<file path="config.mk">
export PLATFORM = sky130hd
export DESIGN_NAME = longest_common_substring_top
export DESIGN_NICKNAME = d
export VERILOG_FILES = /design/src/design/lcs_pkg.sv /design/src/design/longest_common_substring_top.sv /design/src/design/lcs_ctrl.sv /design/src/design/lcs_datapath.sv
export SDC_FILE = /design/constraint.sdc
export NUM_CORES = 2
export LEC_CHECK = 0
export CAP_MARGIN = 20
export CORE_ASPECT_RATIO = 2
export CORE_MARGIN = 2
export CORE_UTILIZATION = 50
export CTS_BUF_LIST = sky130_fd_sc_hd__clkbuf_4
export CTS_CLUSTER_DIAMETER = 40
export CTS_CLUSTER_SIZE = 25
export DETAILED_ROUTE_END_ITERATION = 8
export DONT_BUFFER_PORTS = 1
export PLACE_DENSITY = 0.72
export SYNTH_ARGS = -nofsm -noshare
export SYNTH_HDL_FRONTEND = slang
export SYNTH_SLANG_ARGS = --single-unit
</file>
<file path="constraint.sdc">
create_clock -name aclk -period 6.8 [get_ports aclk]
set_input_delay 1.02 -clock aclk [delete_from_list [all_inputs] [get_ports aclk]]
set_output_delay 1.02 -clock aclk [all_outputs]
set_load 0.02 [all_outputs]
</file>
<file path="src/design/lcs_pkg.sv">
// Shared types and constants for the longest common substring block.
// Holds the opcode codes, the controller state type and the command and
// status structs between controller and datapath. Depends on nothing.
package lcs_pkg;

    // Defaults for the top-level parameters.
    localparam int MAX_LEN_DEF     = 64;
    localparam int SYMBOL_BITS_DEF = 8;

    // Fixed field widths of the stream words.
    localparam int OPCODE_W   = 2;
    localparam int SYMBOL_W   = 8;
    localparam int LENGTH_W   = 7;
    localparam int START_W    = 6;
    localparam int OUT_DATA_W = 16;

    localparam logic [OPCODE_W-1:0] OP_APPEND_FIRST  = 2'd0;
    localparam logic [OPCODE_W-1:0] OP_APPEND_SECOND = 2'd1;
    localparam logic [OPCODE_W-1:0] OP_COMPUTE       = 2'd2;

    typedef enum logic [2:0] {
        S_IDLE,
        S_ROW_RD,
        S_CELL_RD,
        S_CELL_UPD,
        S_RESULT
    } state_t;

    typedef struct packed {
        logic append_first;
        logic append_second;
        logic start;
        logic read_row;
        logic read_cell;
        logic update_cell;
        logic load_result;
    } cmd_t;

    typedef struct packed {
        logic empty;
        logic col_last;
        logic row_last;
        logic out_busy;
    } status_t;

endpackage

</file>
<file path="src/design/longest_common_substring_top.sv">
// Top level of the longest common substring block.
// Joins lcs_ctrl and lcs_datapath; uses lcs_pkg for types and defaults.
//
// The block takes words on the slave stream, each carrying an opcode in
// s_tuser and a symbol in s_tdata. Opcodes 0 and 1 append the symbol to the
// first or second sequence; a symbol sent to a full sequence is dropped.
// Opcode 2 starts a search for the longest contiguous run common to both
// sequences and then empties them; opcode 3 is ignored. The search walks
// the second sequence row by row and the first sequence column by column,
// with a row-read state per row to fetch the row symbol and a read state
// and an update state per table cell, because each cell reads the symbol
// store and the run table through their registered read ports and then
// writes the run table; with either sequence empty the walk is skipped.
// s_tready is low throughout the search. Each search yields exactly one
// master word holding the run length (zero when nothing matches) and its
// start in the first sequence; on equal lengths the first run met in scan
// order wins. The result sits in an output register, so appends are taken
// while it waits. No clearing pass is needed after reset.
module longest_common_substring_top #(
    parameter int MAX_LEN     = lcs_pkg::MAX_LEN_DEF,
    parameter int SYMBOL_BITS = lcs_pkg::SYMBOL_BITS_DEF
) (
    input  logic                            aclk,
    input  logic                            aresetn,
    input  logic                            s_tvalid,
    output logic                            s_tready,
    input  logic [lcs_pkg::SYMBOL_W-1:0]    s_tdata,   // [7:0] symbol
    input  logic [lcs_pkg::OPCODE_W-1:0]    s_tuser,   // [1:0] opcode
    output logic                            m_tvalid,
    input  logic                            m_tready,
    output logic [lcs_pkg::OUT_DATA_W-1:0]  m_tdata    // [6:0] match_length,
                                                       // [12:7] match_start
);

    lcs_pkg::cmd_t    cmd;
    lcs_pkg::status_t status;

    lcs_ctrl u_ctrl (
        .aclk      (aclk),
        .aresetn   (aresetn),
        .in_valid  (s_tvalid),
        .in_opcode (s_tuser),
        .in_ready  (s_tready),
        .status    (status),
        .cmd       (cmd)
    );

    lcs_datapath #(
        .MAX_LEN     (MAX_LEN),
        .SYMBOL_BITS (SYMBOL_BITS)
    ) u_datapath (
        .aclk      (aclk),
        .aresetn   (aresetn),
        .in_symbol (s_tdata),
        .cmd       (cmd),
        .status    (status),
        .out_valid (m_tvalid),
        .out_ready (m_tready),
        .out_data  (m_tdata)
    );

endmodule

</file>
<file path="src/design/lcs_ctrl.sv">
// Controller state machine of the longest common substring block.
// Sequences loads, the table walk and the result hand-off; uses lcs_pkg.
module lcs_ctrl (
    input  logic                          aclk,
    input  logic                          aresetn,
    input  logic                          in_valid,
    input  logic [lcs_pkg::OPCODE_W-1:0]  in_opcode,
    output logic                          in_ready,
    input  lcs_pkg::status_t              status,
    output lcs_pkg::cmd_t                 cmd
);

    lcs_pkg::state_t state_reg;
    lcs_pkg::state_t state_next;
    logic            accept;

    assign accept = in_valid && in_ready;

    always_ff @(posedge aclk) begin
        if (!aresetn) begin
            state_reg <= lcs_pkg::S_IDLE;
        end else begin
            state_reg <= state_next;
        end
    end

    always_comb begin
        state_next = state_reg;
        unique case (state_reg)
            lcs_pkg::S_IDLE: begin
                if (accept && in_opcode == lcs_pkg::OP_COMPUTE) begin
                    state_next = status.empty ? lcs_pkg::S_RESULT : lcs_pkg::S_ROW_RD;
                end
            end
            lcs_pkg::S_ROW_RD: begin
                state_next = lcs_pkg::S_CELL_RD;
            end
            lcs_pkg::S_CELL_RD: begin
                state_next = lcs_pkg::S_CELL_UPD;
            end
            lcs_pkg::S_CELL_UPD: begin
                if (!status.col_last) begin
                    state_next = lcs_pkg::S_CELL_RD;
                end else if (status.row_last) begin
                    state_next = lcs_pkg::S_RESULT;
                end else begin
                    state_next = lcs_pkg::S_ROW_RD;
                end
            end
            lcs_pkg::S_RESULT: begin
                if (!status.out_busy) begin
                    state_next = lcs_pkg::S_IDLE;
                end
            end
            default: begin
                state_next = lcs_pkg::S_IDLE;
            end
        endcase
    end

    always_comb begin
        in_ready = 1'b0;
        cmd      = '0;
        unique case (state_reg)
            lcs_pkg::S_IDLE: begin
                in_ready          = 1'b1;
                cmd.append_first  = accept && in_opcode == lcs_pkg::OP_APPEND_FIRST;
                cmd.append_second = accept && in_opcode == lcs_pkg::OP_APPEND_SECOND;
                cmd.start         = accept && in_opcode == lcs_pkg::OP_COMPUTE;
            end
            lcs_pkg::S_ROW_RD: begin
                cmd.read_row = 1'b1;
            end
            lcs_pkg::S_CELL_RD: begin
                cmd.read_cell = 1'b1;
            end
            lcs_pkg::S_CELL_UPD: begin
                cmd.update_cell = 1'b1;
            end
            lcs_pkg::S_RESULT: begin
                cmd.load_result = !status.out_busy;
            end
            default: begin
                in_ready = 1'b0;
            end
        endcase
    end

endmodule

</file>
<file path="src/design/lcs_datapath.sv">
// Datapath of the longest common substring block: symbol stores, run table,
// walk counters, best-run tracking and the output register. Uses lcs_pkg.
module lcs_datapath #(
    parameter int MAX_LEN     = lcs_pkg::MAX_LEN_DEF,
    parameter int SYMBOL_BITS = lcs_pkg::SYMBOL_BITS_DEF
) (
    input  logic                            aclk,
    input  logic                            aresetn,
    input  logic [lcs_pkg::SYMBOL_W-1:0]    in_symbol,
    input  lcs_pkg::cmd_t                   cmd,
    output lcs_pkg::status_t                status,
    output logic                            out_valid,
    input  logic                            out_ready,
    output logic [lcs_pkg::OUT_DATA_W-1:0]  out_data
);

    localparam int IDX_W = (MAX_LEN > 1) ? $clog2(MAX_LEN) : 1;
    localparam int LEN_W = $clog2(MAX_LEN + 1);

    logic [SYMBOL_BITS-1:0] first_mem  [MAX_LEN];
    logic [SYMBOL_BITS-1:0] second_mem [MAX_LEN];
    logic [LEN_W-1:0]       prev_mem   [MAX_LEN];

    logic [LEN_W-1:0]       first_count_reg;
    logic [LEN_W-1:0]       second_count_reg;
    logic [IDX_W-1:0]       row_reg;
    logic [IDX_W-1:0]       col_reg;
    logic [SYMBOL_BITS-1:0] row_sym_reg;
    logic [SYMBOL_BITS-1:0] col_sym_reg;
    logic [LEN_W-1:0]       prev_q_reg;
    logic [LEN_W-1:0]       diag_reg;
    logic [LEN_W-1:0]       best_len_reg;
    logic [IDX_W-1:0]       best_end_reg;
    logic                   out_valid_reg;
    logic [lcs_pkg::OUT_DATA_W-1:0] out_data_reg;

    logic [SYMBOL_BITS+lcs_pkg::SYMBOL_W-1:0] sym_wide;
    logic [SYMBOL_BITS-1:0] sym_in;
    logic                   first_full;
    logic                   second_full;
    logic [LEN_W-1:0]       col_plus;
    logic [LEN_W-1:0]       row_plus;
    logic [LEN_W-1:0]       old_here;
    logic [LEN_W-1:0]       old_diag;
    logic [LEN_W-1:0]       run;
    logic [IDX_W-1:0]       start_idx;
    logic [LEN_W+lcs_pkg::LENGTH_W-1:0] len_wide;
    logic [IDX_W+lcs_pkg::START_W-1:0]  start_wide;

    // Keep the low SYMBOL_BITS of the symbol, zero-extended if wider.
    assign sym_wide = {{SYMBOL_BITS{1'b0}}, in_symbol};
    assign sym_in   = sym_wide[SYMBOL_BITS-1:0];

    assign first_full  = first_count_reg == LEN_W'(MAX_LEN);
    assign second_full = second_count_reg == LEN_W'(MAX_LEN);
    assign col_plus    = LEN_W'(col_reg) + LEN_W'(1);
    assign row_plus    = LEN_W'(row_reg) + LEN_W'(1);

    assign status.empty    = first_count_reg == '0 || second_count_reg == '0;
    assign status.col_last = col_plus == first_count_reg;
    assign status.row_last = row_plus == second_count_reg;
    assign status.out_busy = out_valid_reg && !out_ready;

    // The first row sees an all-zero previous row, so the table needs no clearing.
    assign old_here = (row_reg == '0) ? '0 : prev_q_reg;
    assign old_diag = (col_reg == '0 || row_reg == '0) ? '0 : diag_reg;
    assign run      = (row_sym_reg == col_sym_reg) ? old_diag + LEN_W'(1) : '0;

    assign start_idx  = (best_len_reg == '0) ? '0
                      : best_end_reg + IDX_W'(1) - IDX_W'(best_len_reg);
    assign len_wide   = {{lcs_pkg::LENGTH_W{1'b0}}, best_len_reg};
    assign start_wide = {{lcs_pkg::START_W{1'b0}}, start_idx};

    always_ff @(posedge aclk) begin
        if (cmd.append_first && !first_full) begin
            first_mem[first_count_reg[IDX_W-1:0]] <= sym_in;
        end
        if (cmd.append_second && !second_full) begin
            second_mem[second_count_reg[IDX_W-1:0]] <= sym_in;
        end
        if (cmd.update_cell) begin
            prev_mem[col_reg] <= run;
        end
        if (cmd.read_row) begin
            row_sym_reg <= second_mem[row_reg];
        end
        if (cmd.read_cell) begin
            col_sym_reg <= first_mem[col_reg];
            prev_q_reg  <= prev_mem[col_reg];
        end
        if (cmd.update_cell) begin
            diag_reg <= old_here;
        end
        if (cmd.load_result) begin
            out_data_reg <= {{(lcs_pkg::OUT_DATA_W - lcs_pkg::LENGTH_W - lcs_pkg::START_W){1'b0}},
                             start_wide[lcs_pkg::START_W-1:0],
                             len_wide[lcs_pkg::LENGTH_W-1:0]};
        end
    end

    always_ff @(posedge aclk) begin
        if (!aresetn) begin
            first_count_reg  <= '0;
            second_count_reg <= '0;
            row_reg          <= '0;
            col_reg          <= '0;
            best_len_reg     <= '0;
            best_end_reg     <= '0;
            out_valid_reg    <= 1'b0;
        end else begin
            if (cmd.append_first && !first_full) begin
                first_count_reg <= first_count_reg + LEN_W'(1);
            end
            if (cmd.append_second && !second_full) begin
                second_count_reg <= second_count_reg + LEN_W'(1);
            end
            if (cmd.start) begin
                row_reg      <= '0;
                col_reg      <= '0;
                best_len_reg <= '0;
                best_end_reg <= '0;
            end
            if (cmd.update_cell) begin
                if (run > best_len_reg) begin
                    best_len_reg <= run;
                    best_end_reg <= col_reg;
                end
                if (status.col_last) begin
                    col_reg <= '0;
                    row_reg <= row_reg + IDX_W'(1);
                end else begin
                    col_reg <= col_reg + IDX_W'(1);
                end
            end
            if (cmd.load_result) begin
                first_count_reg  <= '0;
                second_count_reg <= '0;
                out_valid_reg    <= 1'b1;
            end else if (out_ready) begin
                out_valid_reg <= 1'b0;
            end
        end
    end

    assign out_valid = out_valid_reg;
    assign out_data  = out_data_reg;

    a_count_bound: assert property (@(posedge aclk) disable iff (!aresetn)
        first_count_reg <= LEN_W'(MAX_LEN) && second_count_reg <= LEN_W'(MAX_LEN))
        else $error("sequence count beyond capacity");

    a_counts_cleared: assert property (@(posedge aclk) disable iff (!aresetn)
        cmd.load_result |=> first_count_reg == '0 && second_count_reg == '0)
        else $error("sequences not emptied after result");

    a_best_monotonic: assert property (@(posedge aclk) disable iff (!aresetn)
        !cmd.start |=> best_len_reg >= $past(best_len_reg))
        else $error("best run shrank during a search");

    a_valid_source: assert property (@(posedge aclk) disable iff (!aresetn)
        $rose(out_valid_reg) |-> $past(cmd.load_result))
        else $error("result raised without a load");

endmodule
</file>
After elaboration in Yosys (flattened, before gate mapping)
Memory sizes are Yosys's and may differ from the RTL's. A register that Yosys moved wholly into a read port is not among the register bits. Index checks and enable logic that the tools add are counted.

Add/subtract/negate cells: 9. $lt $le $gt $ge: 1. Eq/ne operators: 13. Mux-type cells: 34. Bitwise operators: 1. Reduce and logical (&&, ||, !) cells: 24.

Operator list (number): $mux W6 (9); $mux W7 (5); $add A7 B1 Y7 const B (3); $logic_not A7 Y1 (3); $add A6 B1 Y6 const B (3); $mux W3 (6); $pmux W3 S5 (1); $add A6 B1 Y7 const B (2); $eq A7 B7 Y1 (2); $eq A7 B7 Y1 const B (2); $mux W1 (13); $logic_not A6 Y1 (2); $eq A8 B8 Y1 (1); $gt A7 B7 Y1 (1); $logic_and A1 B1 Y1 (7); $eq A3 B2 Y1 const B (2); $sub A6 B6 Y6 (1); $logic_not A1 Y1 (4); $reduce_bool A2 Y1 (2); $eq A3 B1 Y1 const B (1); $eq A3 B3 Y1 const B (1); $logic_not A3 Y1 (1); $eq A2 B1 Y1 const B (1); $eq A2 B2 Y1 const B (1); other kinds (7) (8).

Register bits after elaboration: 63. RAM bits: 1472. Bits of input ports: 14. Output and inout bits: 18. Memories kept: 3.

Memory list: u_datapath.first_mem (depth 64, bits a word 8, rd ports 1, clocked after memory_dff 1, write ports 1, RTL line lcs_datapath.sv:20) `logic [SYMBOL_BITS-1:0] first_mem [MAX_LEN];`; u_datapath.second_mem (depth 64, bits a word 8, rd ports 1, clocked after memory_dff 1, write ports 1, RTL line lcs_datapath.sv:21) `logic [SYMBOL_BITS-1:0] second_mem [MAX_LEN];`; u_datapath.prev_mem (depth 64, bits a word 7, rd ports 1, clocked after memory_dff 1, write ports 1, RTL line lcs_datapath.sv:22) `logic [LEN_W-1:0] prev_mem [MAX_LEN];`.

Longest topological paths before layout
Depth after elaboration: 8. Mapped depth: 19.

Hierarchy
Synthesis repeated with hierarchy kept, for this count alone.

Cells, all modules: 3346. Area total of the unflattened synthesis: 61639.1 um^2.

Modules (own cells, without submodules): lcs_datapath (instances 1, cells each 3316, area an instance 61401.4 um^2, sequential area each 46294.4 um^2); lcs_ctrl (instances 1, cells each 30, area an instance 237.7 um^2, sequential area each 60.1 um^2).

Worst setup path after synthesis
No wires, ideal clock.

Path type: flip-flop to flip-flop. From: reg u_datapath.row_reg[1]. To: reg u_datapath.best_end_reg[3]. Arrival: 5.477 ns. Required time: 6.672 ns. Slack: 1.195 ns. Cell stages (with the launch flop): 20. Buffers on the path: 6. Cells stage by stage: dfxtp_1 clkbuf_1 clkbuf_1 clkbuf_1 inv_1 ha_1 and3_1 clkbuf_1 a31oi_1 nand2_1 clkbuf_1 nor2_1 ha_1 nor2b_1 o21a_1 o21a_1 o31ai_1 clkbuf_1 mux2i_1 nor2_1.

Cells in the longest elaborated chain, start to end: 8.

Ends and longest elaborated chain: from (decl) (RTL line lcs_datapath.sv:26) `logic [IDX_W-1:0] row_reg;`; from (signal assigned) (RTL line lcs_datapath.sv:130) `row_reg <= row_reg + IDX_W'(1);`; $logic_not A6 Y1 (RTL line lcs_datapath.sv:66) `assign old_diag = (col_reg == '0 || row_reg == '0) ? '0 : diag_reg;`; $logic_or A1 B1 Y1 (RTL line lcs_datapath.sv:66); $mux W7 (RTL line lcs_datapath.sv:66); $add A7 B1 Y7 (RTL line lcs_datapath.sv:67) `assign run = (row_sym_reg == col_sym_reg) ? old_diag + LEN_W'(1) : '0;`; $mux W7 (RTL line lcs_datapath.sv:67); net u_datapath.run[1] (RTL line lcs_datapath.sv:45) `logic [LEN_W-1:0] run;`; $gt A7 B7 Y1 (RTL line lcs_datapath.sv:124) `if (run > best_len_reg) begin`; $mux W6 (RTL line lcs_datapath.sv:124); $mux W6 (RTL line lcs_datapath.sv:123) `if (cmd.update_cell) begin`; to (signal assigned) (RTL line lcs_datapath.sv:126) `best_end_reg <= col_reg;`; to (decl) (RTL line lcs_datapath.sv:33) `logic [IDX_W-1:0] best_end_reg;`.

The timed path passes the listed nets, and every way through them passes these cells. A chain may end at the register's enable or synchronous reset.

Final worst setup path
From: reg u_datapath.col_reg[0]. To: reg u_datapath.best_len_reg[4].

Cells in the longest elaborated chain, start to end: 8.

Ends and longest elaborated chain: from (decl) (RTL line lcs_datapath.sv:27) `logic [IDX_W-1:0] col_reg;`; from (signal assigned) (RTL line lcs_datapath.sv:132) `col_reg <= col_reg + IDX_W'(1);`; $logic_not A6 Y1 (RTL line lcs_datapath.sv:66); $logic_or A1 B1 Y1 (RTL line lcs_datapath.sv:66); $mux W7 (RTL line lcs_datapath.sv:66); $add A7 B1 Y7 (RTL line lcs_datapath.sv:67); $mux W7 (RTL line lcs_datapath.sv:67); net u_datapath.run[3] (RTL line lcs_datapath.sv:45); $gt A7 B7 Y1 (RTL line lcs_datapath.sv:124); $mux W7 (RTL line lcs_datapath.sv:124); $mux W7 (RTL line lcs_datapath.sv:123); to (signal assigned) (RTL line lcs_datapath.sv:125) `best_len_reg <= run;`; to (decl) (RTL line lcs_datapath.sv:32) `logic [LEN_W-1:0] best_len_reg;`.

The timed path passes the listed nets, and every way through them passes these cells.

==> results.json <==
{
  "synth_area_sq_um": 61500,
  "die_area_sq_um": 126000,
  "synth-simple-area-share": 0.0424,
  "synth_fa_ha_area_frac": 0.00521,
  "track_usage": 0.234,
  "fin_cells": 4954,
  "dp_hpwl_um": 85600,
  "clockBufferDepth": 3,
  "cp-start-kind": "register",
  "status": "finished clean",
  "hold_depth": 2,
  "max_freq_mhz": 203,
  "io_buffers": 0,
  "ys.warnings.count": 0,
  "synth_edf_count": 1515,
  "start_util": 0.502,
  "grt_first_pass_wirelength_um": 216000,
  "io_pins": 32,
  "htree_levels": 3,
  "layout.nets": 3325,
  "cts_resized": 0,
  "wl_um": 148000,
  "cts_hold_buf": 9,
  "period_share": 0.725,
  "drt-wirelength-per-cell_um": 29.8,
  "gp_congestion": 0.857,
  "rr_worst_depth": 14,
  "r2r_slack_ns": 1.87,
  "grt_max_degree": 129,
  "synth_xor_area_frac": 0.00649,
  "leakage_nw": 18.6,
  "r2r-start": "u_datapath.col_reg[0]",
  "dieWidth_um": 252,
  "yosysSeqAreaShare": 0.754,
  "setup_viol": 0,
  "grt_overflow": 0,
  "maxSlewViolCount": 0,
  "multi_input_area_sq_um": 14100,
  "cts.clk_slew.worst_paths_ns": 0.21,
  "synth_most_common_cell": "edfxtp_1",
  "powerDensity_nw_per_um2": 236,
  "ys_ff_latch": 1558,
  "period_needed_ns": 4.93,
  "async_flop_share": 0,
  "via_per_inst": 6.53,
  "cts_buffers": 116,
  "synth_area_per_cell_sq_um": 18.5,
  "rsz0062_at_grt": "false",
  "cts_setup_buffers": 0,
  "holdPathEnd": "u_datapath.out_valid",
  "synth.area.mux_share": 0.119,
  "core.rowCount": 182,
  "die_h_um": 500,
  "yosysTopAreaCell": "edfxtp_1",
  "dr.pass1.iters": 7,
  "path_class": "register to register",
  "regArea_sq_um": 46400,
  "hp-class": "primary input to register",
  "antenna_found_initial": 4,
  "final_hold_viol_count": 0,
  "cp_max_fo": 65,
  "synth_common_cells": "edfxtp_1, nor2_1, mux4_2",
  "vias": 32400,
  "tns_ns": 0,
  "cts-root-buf": "clkbuf_4",
  "syn_to_final_growth_pct": 6.10,
  "min_from": "m_tready",
  "synth_ff_type": "edfxtp_1",
  "reg2reg_to": "u_datapath.best_len_reg[4]",
  "skew_ns": 0.0848,
  "numPlacedInstances": 4723,
  "first_iter_violations": 4999,
  "tightest_slew_ns": 1.12,
  "core_sq_um": 123000,
  "synth_cell_types": 71,
  "drive_gt1_frac": 0.193,
  "postRouteAntennaNets": 0,
  "cts_tree": "done",
  "end_kind": "register",
  "cp.required_ns": 7.90,
  "nFillCells": 9387,
  "synth_area_leaders": "edfxtp_1, mux4_2, nor2_1",
  "clock-sinks": 1558,
  "grt_pass1_vias": 31900,
  "cap_violations": 0,
  "insertion_delay_ns": 1.18,
  "post-route-drc-count": 0,
  "vdd_drop_max_v": 0.000164,
  "synth_top_family_by_area": "multiplexers",
  "netlist_instances": 3324,
  "synth_compound_area_frac": 0.0545,
  "yosysTopAreaCellShare": 0.740,
  "arrival_ns": 6.02,
  "max-slew-margin-rel": 0.251
}
==> layout make-up <==
class / instances / area share
Clock inverter: 87 / 0.0163
Tap cell: 1564 / 0.0300
Sequential cell: 1558 / 0.711
Inverter: 32 / 0.00186
Timing Repair Buffer: 55 / 0.00961
Clock buffer: 129 / 0.0148
Antenna cell: 6 / 0.000230
Multi-Input combinational cell: 1523 / 0.216
==> placed cells by master (no fill, tap or decap), types with 11 or more instances in the layout <==
cell,Yosys,layout
edfxtp_1,1515,1515
nor2_1,304,295
mux4_2,247,247
clkbuf_4,0,129
a221oi_1,111,111
nand2_1,97,97
mux2_2,96,96
a22oi_1,74,74
mux2i_1,66,66
a21oi_1,64,64
o21ai_0,57,57
nand3_1,45,45
o22ai_1,42,42
buf_4,22,40
dfxtp_1,43,36
inv_1,29,27
xnor2_1,27,27
ha_1,24,24
a221o_1,19,19
inv_8,0,19
nor2b_1,24,18
nor3_1,18,17
xor2_1,16,16
or3_1,16,16
a22o_1,15,15
nand4_1,13,13
clkinvlp_4,0,13
inv_6,0,13
a211oi_1,12,12
clkinv_8,0,11
==> through the flow <==
stage / total power, mW / util / setup slack, ns / hold slack [ns] / cell area, sq um
2_1_floorplan: 10.7 / - / 1.20 / 0.430 / 61500
3_3_place_gp: 10.7 / 0.514 / 2.02 / 0.496 / 63000
3_5_place_dp: 10.7 / 0.514 / 1.96 / 0.513 / 63000
4_1_cts: 15.5 / 0.532 / 1.89 / 0.0671 / 65200
5_1_grt: 15.8 / 0.533 / 1.55 / 0.135 / 65200
6_report: 15.4 / 0.533 / 1.87 / 0.180 / 65200
==> cells by family (layout without fill, tap and decap cells) <==
| logic type | after synthesis | in the layout |
|---|---|---|
| AO/OA/AOI/OAI | 459 | 459 |
| XOR/XNOR | 44 | 44 |
| adder cells (fa/ha/maj) | 25 | 25 |
| buffers and inverters | 245 | 303 |
| flip-flops | 1558 | 1558 |
| multiplexers | 411 | 411 |
| other | 1 | 9 |
| AND/OR/NAND/NOR | 581 | 581 |
==> power by group <==
group	internal (mW)	switching [mW]
logic	0.0289	0.140
clock network	1.43	3.30
registers	10.5	0.00947
==> worst max-delay path, stage by stage, from the launching register on <==
cell	delay, ns
dfxtp_4	0.68
clkinv_2	0.61
ha_1	0.43
a31oi_1	0.24
nand2_1	0.47
nor2_4	0.23
buf_4	0.59
ha_1	0.38
nand4_1	0.11
o21ai_0	0.09
a21oi_1	0.20
o31ai_2	0.10
buf_4	0.22
or3_1	0.33
a21oi_1	0.12
==> layer usage <==
layer | share of wire | track usage | wire length [um]
met5 | 0.000088 | 0 | 13
met4 | 0.041 | 0.0857 | 6120
met3 | 0.11 | 0.0444 | 16100
met2 | 0.47 | 0.363 | 69400
met1 | 0.38 | 0.334 | 56100
==> worst max path at each step <==
stage	to	startpoint	slack, ns
global placement	u_datapath.best_len_reg[1]	u_datapath.col_reg[1]	2.02
finish	u_datapath.best_len_reg[4]	u_datapath.col_reg[0]	1.87
floorplan	u_datapath.best_end_reg[3]	u_datapath.row_reg[1]	1.20
CTS	u_datapath.best_len_reg[4]	u_datapath.row_reg[0]	1.89
global route	u_datapath.best_len_reg[5]	u_datapath.row_reg[0]	1.55
detailed placement	u_datapath.best_len_reg[5]	u_datapath.col_reg[1]	1.96
Power figures use the tool's default switching activity.
